==> src/rtl/ptc_pkg.sv <==
// Package for the 16-bit PWM timer/capture core: register addresses, command codes, mode families.
// No dependencies.
package ptc_pkg;
   localparam logic [7:0] ADDR_TIFR  = 8'h16;
   localparam logic [7:0] ADDR_TIMSK = 8'h4F;
   localparam logic [7:0] ADDR_TCCRA = 8'h60;
   localparam logic [7:0] ADDR_TCCRB = 8'h61;
   localparam logic [7:0] ADDR_TCCRC = 8'h62;
   localparam logic [7:0] ADDR_CNTL  = 8'h64;
   localparam logic [7:0] ADDR_CNTH  = 8'h65;
   localparam logic [7:0] ADDR_CAPL  = 8'h66;
   localparam logic [7:0] ADDR_CAPH  = 8'h67;
   localparam logic [7:0] ADDR_OCAL  = 8'h68;
   localparam logic [7:0] ADDR_OCAH  = 8'h69;
   localparam logic [7:0] ADDR_OCBL  = 8'h6A;
   localparam logic [7:0] ADDR_OCBH  = 8'h6B;

   localparam logic [1:0] CMD_WRITE = 2'd1;
   localparam logic [1:0] CMD_READ  = 2'd2;

   typedef enum logic [1:0] {
      FAM_PLAIN = 2'd0,
      FAM_PC    = 2'd1,
      FAM_PFC   = 2'd2,
      FAM_FAST  = 2'd3
   } family_type;

   function automatic family_type family_of(input logic [3:0] wgm);
      case (wgm)
         4'd1, 4'd2, 4'd3, 4'd10, 4'd11: family_of = FAM_PC;
         4'd5, 4'd6, 4'd7, 4'd14, 4'd15: family_of = FAM_FAST;
         4'd8, 4'd9:                     family_of = FAM_PFC;
         default:                        family_of = FAM_PLAIN;
      endcase
   endfunction

   function automatic logic apply_mode(input logic lvl, input logic [1:0] mode);
      case (mode)
         2'd1:    apply_mode = ~lvl;
         2'd2:    apply_mode = 1'b0;
         2'd3:    apply_mode = 1'b1;
         default: apply_mode = lvl;
      endcase
   endfunction
endpackage

==> src/rtl/pwm_timer_16bit_capture_core.sv <==
// Top level of the 16-bit PWM timer/capture core: timer state and result register.
// Depends on ptc_pkg.
//
// Channel  Dir  Contents
// req_     in   request: bus access, pin levels, flag acknowledges
// rsp_     out  result: read data, pin drive, interrupts, counter value
//
// One request per clock; its result is registered and appears the next cycle.
// Throughput is one request per cycle while req_tready is high, that is, unless a result waits.
// req_tready is low only while a result waits and rsp_tready is low.
// Synchronous reset clears all timer state and the result valid.
module pwm_timer_16bit_capture_core
   import ptc_pkg::*;
(
   input  logic        clock,
   input  logic        reset,
   input  logic        req_tvalid,
   output logic        req_tready,
   // cmd[1:0], addr[9:2], wdata[17:10], t1_pin[18], icp_pin[19],
   // ack_capture[20], ack_match_a[21], ack_match_b[22], ack_overflow[23]
   input  logic [23:0] req_tdata,
   output logic        rsp_tvalid,
   input  logic        rsp_tready,
   // read_data[7:0], wave_a[8], wave_a_enable[9], wave_b[10], wave_b_enable[11],
   // irq_capture[12], irq_match_a[13], irq_match_b[14], irq_overflow[15],
   // counter_value[31:16]
   output logic [31:0] rsp_tdata
);
   logic [9:0]  prescale_ff, prescale_in;
   logic [15:0] count_ff, count_in, mact_a_ff, mact_a_in, mbuf_a_ff, mbuf_a_in;
   logic [15:0] mact_b_ff, mact_b_in, mbuf_b_ff, mbuf_b_in, cap_ff, cap_in;
   logic [3:0]  pmodes_ff, pmodes_in, wgm_ff, wgm_in;
   logic [2:0]  cs_ff, cs_in, masks_ff, masks_in, flags_ff, flags_in;
   logic        icnc_ff, icnc_in, ices_ff, ices_in, icie_ff, icie_in, icf_ff, icf_in;
   logic        down_ff, down_in, blk_ff, blk_in, pa_ff, pa_in, pb_ff, pb_in;
   logic [7:0]  temp_ff, temp_in;
   logic [2:0]  esync_ff, esync_in;
   logic [3:0]  samp_ff, samp_in;
   logic        clean_ff, clean_in, prev_ff, prev_in;
   logic        rv_ff;
   logic [31:0] rsp_ff, rsp_in;

   logic [1:0]  cmd;
   logic [7:0]  addr, wdata, rd;
   logic        t1, icp, ack_c, ack_a, ack_b, ack_o, we, re, fire;
   family_type  fam, nfam;
   logic        dual, pwm, ck, at_top, at_bot, ev_ovf, ev_a, ev_b, ev_upd, filt, wf;
   logic [15:0] top, full;
   logic [1:0]  ma, mb, edg, na, nb;

   assign cmd   = req_tdata[1:0];
   assign addr  = req_tdata[9:2];
   assign wdata = req_tdata[17:10];
   assign t1    = req_tdata[18];
   assign icp   = req_tdata[19];
   assign ack_c = req_tdata[20];
   assign ack_a = req_tdata[21];
   assign ack_b = req_tdata[22];
   assign ack_o = req_tdata[23];

   assign req_tready = ~rv_ff | rsp_tready;
   assign fire       = req_tvalid & req_tready;
   assign rsp_tvalid = rv_ff;
   assign rsp_tdata  = rsp_ff;

   // Compute the next timer state for one request
   always_comb begin
      we  = cmd == CMD_WRITE;
      re  = cmd == CMD_READ;
      fam = family_of(wgm_ff);
      dual = fam == FAM_PC || fam == FAM_PFC;
      pwm  = fam != FAM_PLAIN;
      ma  = pmodes_ff[3:2];
      mb  = pmodes_ff[1:0];
      edg = esync_ff[2:1];
      case (cs_ff)
         3'd1:    ck = 1'b1;
         3'd2:    ck = &prescale_ff[2:0];
         3'd3:    ck = &prescale_ff[5:0];
         3'd4:    ck = &prescale_ff[7:0];
         3'd5:    ck = &prescale_ff;
         3'd6:    ck = edg == 2'd2;
         3'd7:    ck = edg == 2'd1;
         default: ck = 1'b0;
      endcase
      case (wgm_ff)
         4'd1, 4'd5:                top = 16'h00FF;
         4'd2, 4'd6:                top = 16'h01FF;
         4'd3, 4'd7:                top = 16'h03FF;
         4'd4, 4'd9, 4'd11, 4'd15:  top = mact_a_ff;
         4'd8, 4'd10, 4'd12, 4'd14: top = cap_ff;
         default:                   top = 16'hFFFF;
      endcase
      // Read mux on pre-update state
      case (addr)
         ADDR_TIFR:  rd = {2'b00, icf_ff, 2'b00, flags_ff};
         ADDR_TIMSK: rd = {2'b00, icie_ff, 2'b00, masks_ff};
         ADDR_TCCRA: rd = {pmodes_ff, 2'b00, wgm_ff[1:0]};
         ADDR_TCCRB: rd = {icnc_ff, ices_ff, 1'b0, wgm_ff[3:2], cs_ff};
         ADDR_CNTL:  rd = count_ff[7:0];
         ADDR_CAPL:  rd = cap_ff[7:0];
         ADDR_OCAL:  rd = mbuf_a_ff[7:0];
         ADDR_OCBL:  rd = mbuf_b_ff[7:0];
         ADDR_CNTH, ADDR_CAPH, ADDR_OCAH, ADDR_OCBH: rd = temp_ff;
         default:    rd = 8'h00;
      endcase
      at_top = count_ff == top;
      at_bot = count_ff == 16'h0000;
      ev_ovf = ck & (dual ? (down_ff & at_bot)
                          : (fam == FAM_FAST ? at_top : (count_ff == 16'hFFFF)));
      ev_a = ck & ~blk_ff & (count_ff == mact_a_ff);
      ev_b = ck & ~blk_ff & (count_ff == mact_b_ff);
      ev_upd = ck & ((fam == FAM_PC || fam == FAM_FAST) ? at_top
                     : (fam == FAM_PFC) ? (down_ff & at_bot) : 1'b0);

      prescale_in = prescale_ff + 10'd1;
      esync_in = {esync_ff[1:0], t1};
      count_in = count_ff; down_in = down_ff; blk_in = blk_ff;
      mact_a_in = mact_a_ff; mact_b_in = mact_b_ff;
      mbuf_a_in = mbuf_a_ff; mbuf_b_in = mbuf_b_ff; cap_in = cap_ff;
      pmodes_in = pmodes_ff; wgm_in = wgm_ff; cs_in = cs_ff;
      icnc_in = icnc_ff; ices_in = ices_ff; icie_in = icie_ff; masks_in = masks_ff;
      icf_in = icf_ff; flags_in = flags_ff; pa_in = pa_ff; pb_in = pb_ff;
      temp_in = temp_ff;

      // Advance the counter
      if (ck) begin
         if (dual) begin
            if (down_ff) begin
               if (at_bot) begin
                  down_in = 1'b0;
                  count_in = (top == 16'h0000) ? 16'h0000 : 16'h0001;
               end else count_in = count_ff - 16'd1;
            end else begin
               if (at_top) begin
                  down_in = 1'b1;
                  count_in = (top == 16'h0000) ? 16'h0000 : count_ff - 16'd1;
               end else count_in = count_ff + 16'd1;
            end
         end else begin
            count_in = at_top ? 16'h0000 : count_ff + 16'd1;
         end
         blk_in = 1'b0;
      end
      if (ev_upd) begin
         mact_a_in = mbuf_a_ff;
         mact_b_in = mbuf_b_ff;
      end

      // Capture input filter and edge detect
      clean_in = clean_ff;
      if (samp_ff == 4'hF) clean_in = 1'b1;
      if (samp_ff == 4'h0) clean_in = 1'b0;
      filt = icnc_ff ? clean_ff : samp_ff[1];
      wf = we && addr == ADDR_TIFR;
      if (filt != prev_ff && filt == ices_ff) begin
         cap_in = count_ff;
         icf_in = 1'b1;
      end else if (ack_c || (wf && wdata[5])) icf_in = 1'b0;
      prev_in = filt;
      samp_in = {samp_ff[2:0], icp};

      // Waveform pins
      if (!pwm) begin
         if (ev_a || (we && addr == ADDR_TCCRC && wdata[7])) pa_in = apply_mode(pa_ff, ma);
         if (ev_b || (we && addr == ADDR_TCCRC && wdata[6])) pb_in = apply_mode(pb_ff, mb);
      end else if (fam == FAM_FAST) begin
         if (ck && at_top) begin
            if (ma == 2'd2) pa_in = 1'b1;
            if (ma == 2'd3) pa_in = 1'b0;
            if (mb == 2'd2) pb_in = 1'b1;
            if (mb == 2'd3) pb_in = 1'b0;
         end else begin
            if (ev_a) pa_in = apply_mode(pa_ff, ma);
            if (ev_b && mb[1]) pb_in = apply_mode(pb_ff, mb);
         end
      end else begin
         if (ev_a) begin
            if (ma == 2'd1) pa_in = ~pa_ff;
            else if (ma == 2'd2) pa_in = down_ff;
            else if (ma == 2'd3) pa_in = ~down_ff;
         end
         if (ev_b) begin
            if (mb == 2'd2) pb_in = down_ff;
            else if (mb == 2'd3) pb_in = ~down_ff;
         end
      end

      // Event flags: setting wins over clearing
      if (ev_ovf) flags_in[0] = 1'b1;
      else if (ack_o || (wf && wdata[0])) flags_in[0] = 1'b0;
      if (ev_a) flags_in[1] = 1'b1;
      else if (ack_a || (wf && wdata[1])) flags_in[1] = 1'b0;
      if (ev_b) flags_in[2] = 1'b1;
      else if (ack_b || (wf && wdata[2])) flags_in[2] = 1'b0;

      // Register writes
      full = {temp_ff, wdata};
      if (we) begin
         case (addr)
            ADDR_TCCRA: begin
               pmodes_in = wdata[7:4];
               wgm_in = {wgm_ff[3:2], wdata[1:0]};
            end
            ADDR_TCCRB: begin
               icnc_in = wdata[7];
               ices_in = wdata[6];
               wgm_in = {wdata[4:3], wgm_ff[1:0]};
               cs_in = wdata[2:0];
            end
            ADDR_TIMSK: begin
               icie_in = wdata[5];
               masks_in = wdata[2:0];
            end
            ADDR_CNTH, ADDR_CAPH, ADDR_OCAH, ADDR_OCBH: temp_in = wdata;
            ADDR_CNTL: begin
               count_in = full;
               blk_in = 1'b1;
            end
            ADDR_CAPL: cap_in = full;
            ADDR_OCAL: begin
               mbuf_a_in = full;
               if (fam == FAM_PLAIN) mact_a_in = full;
            end
            ADDR_OCBL: begin
               mbuf_b_in = full;
               if (fam == FAM_PLAIN) mact_b_in = full;
            end
            default: ;
         endcase
      end
      // Low-byte reads latch the high byte into TEMP
      if (re) begin
         case (addr)
            ADDR_CNTL: temp_in = count_ff[15:8];
            ADDR_CAPL: temp_in = cap_ff[15:8];
            ADDR_OCAL: temp_in = mbuf_a_ff[15:8];
            ADDR_OCBL: temp_in = mbuf_b_ff[15:8];
            default: ;
         endcase
      end

      // Result from the updated state, with read data taken from the pre-update state
      nfam = family_of(wgm_in);
      na = pmodes_in[3:2];
      nb = pmodes_in[1:0];
      rsp_in = {count_in,
                flags_in[0] & masks_in[0], flags_in[2] & masks_in[2],
                flags_in[1] & masks_in[1], icf_in & icie_in,
                (nb != 2'd0) && !(nfam != FAM_PLAIN && nb == 2'd1), pb_in,
                na != 2'd0, pa_in, rd};
   end

   // Hold state on idle cycles, update on an accepted request
   always_ff @(posedge clock) begin
      if (reset) begin
         prescale_ff <= '0; count_ff <= '0; mact_a_ff <= '0; mbuf_a_ff <= '0;
         mact_b_ff <= '0; mbuf_b_ff <= '0; cap_ff <= '0; pmodes_ff <= '0;
         wgm_ff <= '0; cs_ff <= '0; icnc_ff <= 1'b0; ices_ff <= 1'b0;
         masks_ff <= '0; icie_ff <= 1'b0; flags_ff <= '0; icf_ff <= 1'b0;
         down_ff <= 1'b0; blk_ff <= 1'b0; pa_ff <= 1'b0; pb_ff <= 1'b0;
         temp_ff <= '0; esync_ff <= '0; samp_ff <= '0; clean_ff <= 1'b0;
         prev_ff <= 1'b0; rv_ff <= 1'b0;
      end else begin
         if (fire) begin
            prescale_ff <= prescale_in; count_ff <= count_in; mact_a_ff <= mact_a_in;
            mbuf_a_ff <= mbuf_a_in; mact_b_ff <= mact_b_in; mbuf_b_ff <= mbuf_b_in;
            cap_ff <= cap_in; pmodes_ff <= pmodes_in; wgm_ff <= wgm_in; cs_ff <= cs_in;
            icnc_ff <= icnc_in; ices_ff <= ices_in; masks_ff <= masks_in;
            icie_ff <= icie_in; flags_ff <= flags_in; icf_ff <= icf_in;
            down_ff <= down_in; blk_ff <= blk_in; pa_ff <= pa_in; pb_ff <= pb_in;
            temp_ff <= temp_in; esync_ff <= esync_in; samp_ff <= samp_in;
            clean_ff <= clean_in; prev_ff <= prev_in;
         end
         if (fire) rv_ff <= 1'b1;
         else if (rsp_tready) rv_ff <= 1'b0;
      end
   end

   // Result payload register
   always_ff @(posedge clock) begin
      if (fire) rsp_ff <= rsp_in;
   end
endmodule

==> config.mk <==
export PLATFORM = sky130hd
export DESIGN_NAME = pwm_timer_16bit_capture_core
export DESIGN_NICKNAME = d
export VERILOG_FILES = /design/src/rtl/ptc_pkg.sv /design/src/rtl/pwm_timer_16bit_capture_core.sv
export SDC_FILE = /design/constraint.sdc
export NUM_CORES = 1
export LEC_CHECK = 0
export ABC_CLOCK_PERIOD_IN_PS = 3600
export BUFFER_PORTS_ARGS = -buffer_cell sky130_fd_sc_hd__buf_2
export CAP_MARGIN = 20
export CORE_AREA = 2 2 150 152
export DETAILED_ROUTE_END_ITERATION = 8
export DIE_AREA = 0 0 152 154
export PLACE_DENSITY = 0.69
export SKIP_LAST_GASP = 1
export SYNTH_ARGS = -nofsm -noshare
export SYNTH_HDL_FRONTEND = slang
export SYNTH_SLANG_ARGS = --single-unit
==> constraint.sdc <==
create_clock -name clock -period 3.6 [get_ports clock]
set_clock_uncertainty 0.15 [all_clocks]
set_input_delay 0.72 -clock clock [delete_from_list [all_inputs] [get_ports clock]]
set_output_delay 0.72 -clock clock [all_outputs]
set_load 0.02 [all_outputs]
==> results by group <==
Outcome
  • Outcome: complete, no violations

Critical path
  • Req. time, crit path: 3.79 ns
  • Critical path depth: 13
  • Slowest cell on crit path: or4_4
  • Worst path bufs/invs: 2
  • Crit path DAT: 3.74 ns
  • Crit path kind: register to register
  • CP Cell Sequence: buf_6, and2_4, or2_4, a221o_1, xnor2_2, or4_4, nand4bb_4, nor3_4, buf_6, mux4_2, nand4_1, o211ai_1, o21a_1
  • Max FO, Critical Path: 7
  • CP delay by family, top: simple AND/OR/NAND/NOR gates
  • CP endpoint kind: register
  • CP max stage delay: 0.50 ns
  • Worst r2r path cells: 13
  • Crit path launch: wgm_ff[3]
  • R2r startpoint: wgm_ff[3]
  • CP Launch Type: register
  • CP most frequent cell: buf_6

Finish
  • Final net count: 1458
  • Share of layout cells above drive strength 1: 21.7%
  • Commonest non-fill, non-tap cell in the layout: nor2_1
  • Area Overhead vs Synth: 18.0%
  • Most frequent cells in the layout: nor2_1 (193), nand2_1 (172), dfxtp_1 (146)
  • Fin util: 58.4%
  • Ant diodes: 0

Global routing
  • Remaining global-route overflow: 0
  • GRT Util Overall: 32.9%
  • Initial antenna violation count: 0
  • Largest net degree at the start of global routing: 91
  • First-pass GRT wire length: 59900 um
  • Vias in the first global route: 10100

Pwr
  • Gate power share: 8.7%
  • Pint: 3170 uW
  • Power Density: 348 nW/um2
  • Seq pwr share: 48.9%
  • Design Power: 4400 uW
  • Static Leak: 0.00502 uW
  • Peak VDD IR: 304 uV
  • Switching power: 1230 uW
  • Switching Share: 28.0%
  • Clk pwr share: 42.4%

CTS
  • Clock Pin Slew Worst Setup and Hold Paths: 0.08 ns
  • CTS tree: done
  • CTS buffer count: 17
  • Clock H-tree levels: 4
  • Clock tree buffer depth: 2
  • Clock Latency Late Sink: 0.45 ns
  • Clock sinks: 183
  • Root Buffer: clkbuf_16

Die
  • Core area: 21700 um2
  • Die height: 154 um
  • Die X-Extent: 152 um
  • I/O pin count: 62
  • Area of the die: 23400 um2
  • Rows: 54
  • Initial Util: 49.5%

Synth
  • Mean post-synth cell area: 8.00 um2
  • Seq/Total Area, Yosys: 37.1%
  • Synth Register Bits: 183
  • Syn_nets: 1378
  • EDFF count, synth: 32
  • Synth Instances: 1342
  • Netlist Area Pre-Place: 10700 um2
  • Ys async rst share: 0%
  • Synth warn: 0
  • Distinct cells, synth: 90
  • Synth Flop Type: dfxtp_1

Detailed routing
  • Via density: 6.49
  • WL final: 39400 um
  • Iteration-0 DRC Markers: 1389
  • DR WL/cell: 23.0 um
  • Vias: 11100
  • Routed Antenna Nets: 0
  • Drt drc: 0
  • DRT Pass-1 Iters: 8

Place
  • Placer Congestion: 0.956
  • Dpl hpwl: 27600 um
  • I/O Buffers: 61

Timing
  • Worst Max-Slew Pin Slew: 1.03 ns
  • Slew Viols, Final: 0
  • RSZ-0062 raised after global routing: yes
  • F_max: 282 MHz
  • Final setup viols: 0
  • Final hold vios: 0
  • Fin crit period: 3.54 ns
  • Fin crit share: 98.5%
  • Max_slew headroom: 31.5%

Worst hold path
  • Hold Crit Class: register to register
  • Worst Hold Depth: 2
  • Hold_sp: esync_ff[0]

Flow run
  • Max Cap Viol: 0
-- power groups by stage --
stage / Clock, uW / Combinational (uW) / Sequential, uW
finish: 1870 / 382 / 2150
CTS: 1890 / 370 / 2150
global placement: 0 / 365 / 2200
floorplan: 0 / 204 / 2210
detailed placement: 0 / 369 / 2200
global route: 1960 / 405 / 2160
-- tightest hold or removal path: cells and delay by family (launching register included) --
family,cells,cell delay (ns)
flip-flops,1,0.31
AND/OR/NAND/NOR,1,0.05
AO/OA/AOI/OAI,1,0.05
-- through the flow --
stage	hold WS (ns)	setup TNS [ns]	setup WS, ns	std cells	cell area [um2]
after floorplan	0.282	0	0.0143	1342	10700
after global placement	0.289	-0.408	-0.0829	1674	11800
after detailed placement	0.300	-0.835	-0.0982	1674	11800
after CTS	0.313	-0.0185	-0.0185	1706	12400
after global routing	0.333	-0.353	-0.0681	1715	12700
final	0.308	0	0.0554	1715	12700
-- worst paths after layout --
check,endpoint,slack [ns]
setup / recovery,pa_ff,0.06
hold / removal,esync_ff[1],0.31
setup reg to reg,pa_ff,0.06
hold reg to reg,esync_ff[1],0.31
-- cells by family (layout without fill, tap and decap cells) --
group	Yosys count	after routing	share of synthesized area [%]
xor+xnor	44	44	3.59
flops	183	183	37.1
fa+ha+maj	8	8	0.932
simple gates	560	560	24.5
buf+inv	141	234	5.31
mux	40	40	3.92
compound gates	366	366	24.6
-- per-layer routing --
| metal | vias up | track usage (%) | share of wire [%] |
|---|---|---|---|
| met5 | - | 0 | 0 |
| met1 | 5186 | 45.7 | 41 |
| li1 | 5051 | - | - |
| met4 | 0 | 17.2 | 5.6 |
| met3 | 145 | 6.00 | 11 |
| met2 | 755 | 48.8 | 43 |
-- cell type report --
cell class	count	area [um2]
fillers	1954	9020
multi-input cells	1018	6360
flip-flops and latches	183	4000
clock buffers	17	425
clock inverters	15	173
repair buffers	177	1260
inverters	25	95.1
well taps	280	350
-- synth_stat cells (4+ instances only) --
| master | count | area, um2 |
|---|---|---|
| nand3_1 | 34 | 170 |
| or3_1 | 11 | 68.8 |
| o211ai_1 | 4 | 30.0 |
| nand2b_1 | 19 | 119 |
| a22oi_1 | 7 | 52.6 |
| nor4_1 | 19 | 119 |
| o31ai_1 | 7 | 52.6 |
| nor2_1 | 193 | 724 |
| a21o_1 | 12 | 90.1 |
| nor3_1 | 28 | 140 |
| o21bai_1 | 5 | 37.5 |
| and3_1 | 9 | 56.3 |
| ha_1 | 8 | 100 |
| o21ai_0 | 52 | 260 |
| buf_1 | 10 | 37.5 |
| o221a_2 | 32 | 360 |
| or4_1 | 7 | 52.6 |
| a21oi_1 | 105 | 526 |
| edfxtp_1 | 32 | 961 |
| a222oi_1 | 24 | 240 |
| nor2b_1 | 9 | 56.3 |
| nand3b_1 | 5 | 37.5 |
| o22ai_1 | 10 | 62.6 |
| clkbuf_2 | 6 | 30.0 |
| o2111ai_1 | 5 | 43.8 |
| buf_2 | 9 | 45.0 |
| xnor2_1 | 12 | 105 |
| o211a_1 | 5 | 50.1 |
| nand2_1 | 174 | 653 |
| a31oi_1 | 12 | 75.1 |
| mux2i_1 | 33 | 330 |
| a311oi_1 | 5 | 43.8 |
| inv_1 | 25 | 93.8 |
| nand4_1 | 14 | 87.6 |
| a211oi_1 | 31 | 233 |
| and2_1 | 9 | 56.3 |
| clkbuf_1 | 87 | 327 |
| dfxtp_1 | 151 | 3020 |
| mux2_2 | 6 | 67.6 |
| o21a_1 | 6 | 45.0 |
| o221ai_1 | 4 | 35.0 |
| xor2_1 | 32 | 280 |
-- timing repair --
item,CTS,global route
endpoints found under the hold margin,0,0
hold buffers,0,0
pin swaps,1,18
endpoints found under the setup margin,19,62
resized for setup,4,44
setup buffers,0,9
-- registers in the layout (all words and copies together) (netlist names), 10 cells and up --
name and count:
cap_ff 16, count_ff 16, rsp_tdata 32, mact_a_ff 16
mbuf_a_ff 16, mbuf_b_ff 16, prescale_ff 10, mact_b_ff 16
Power figures use the tool's default switching activity.
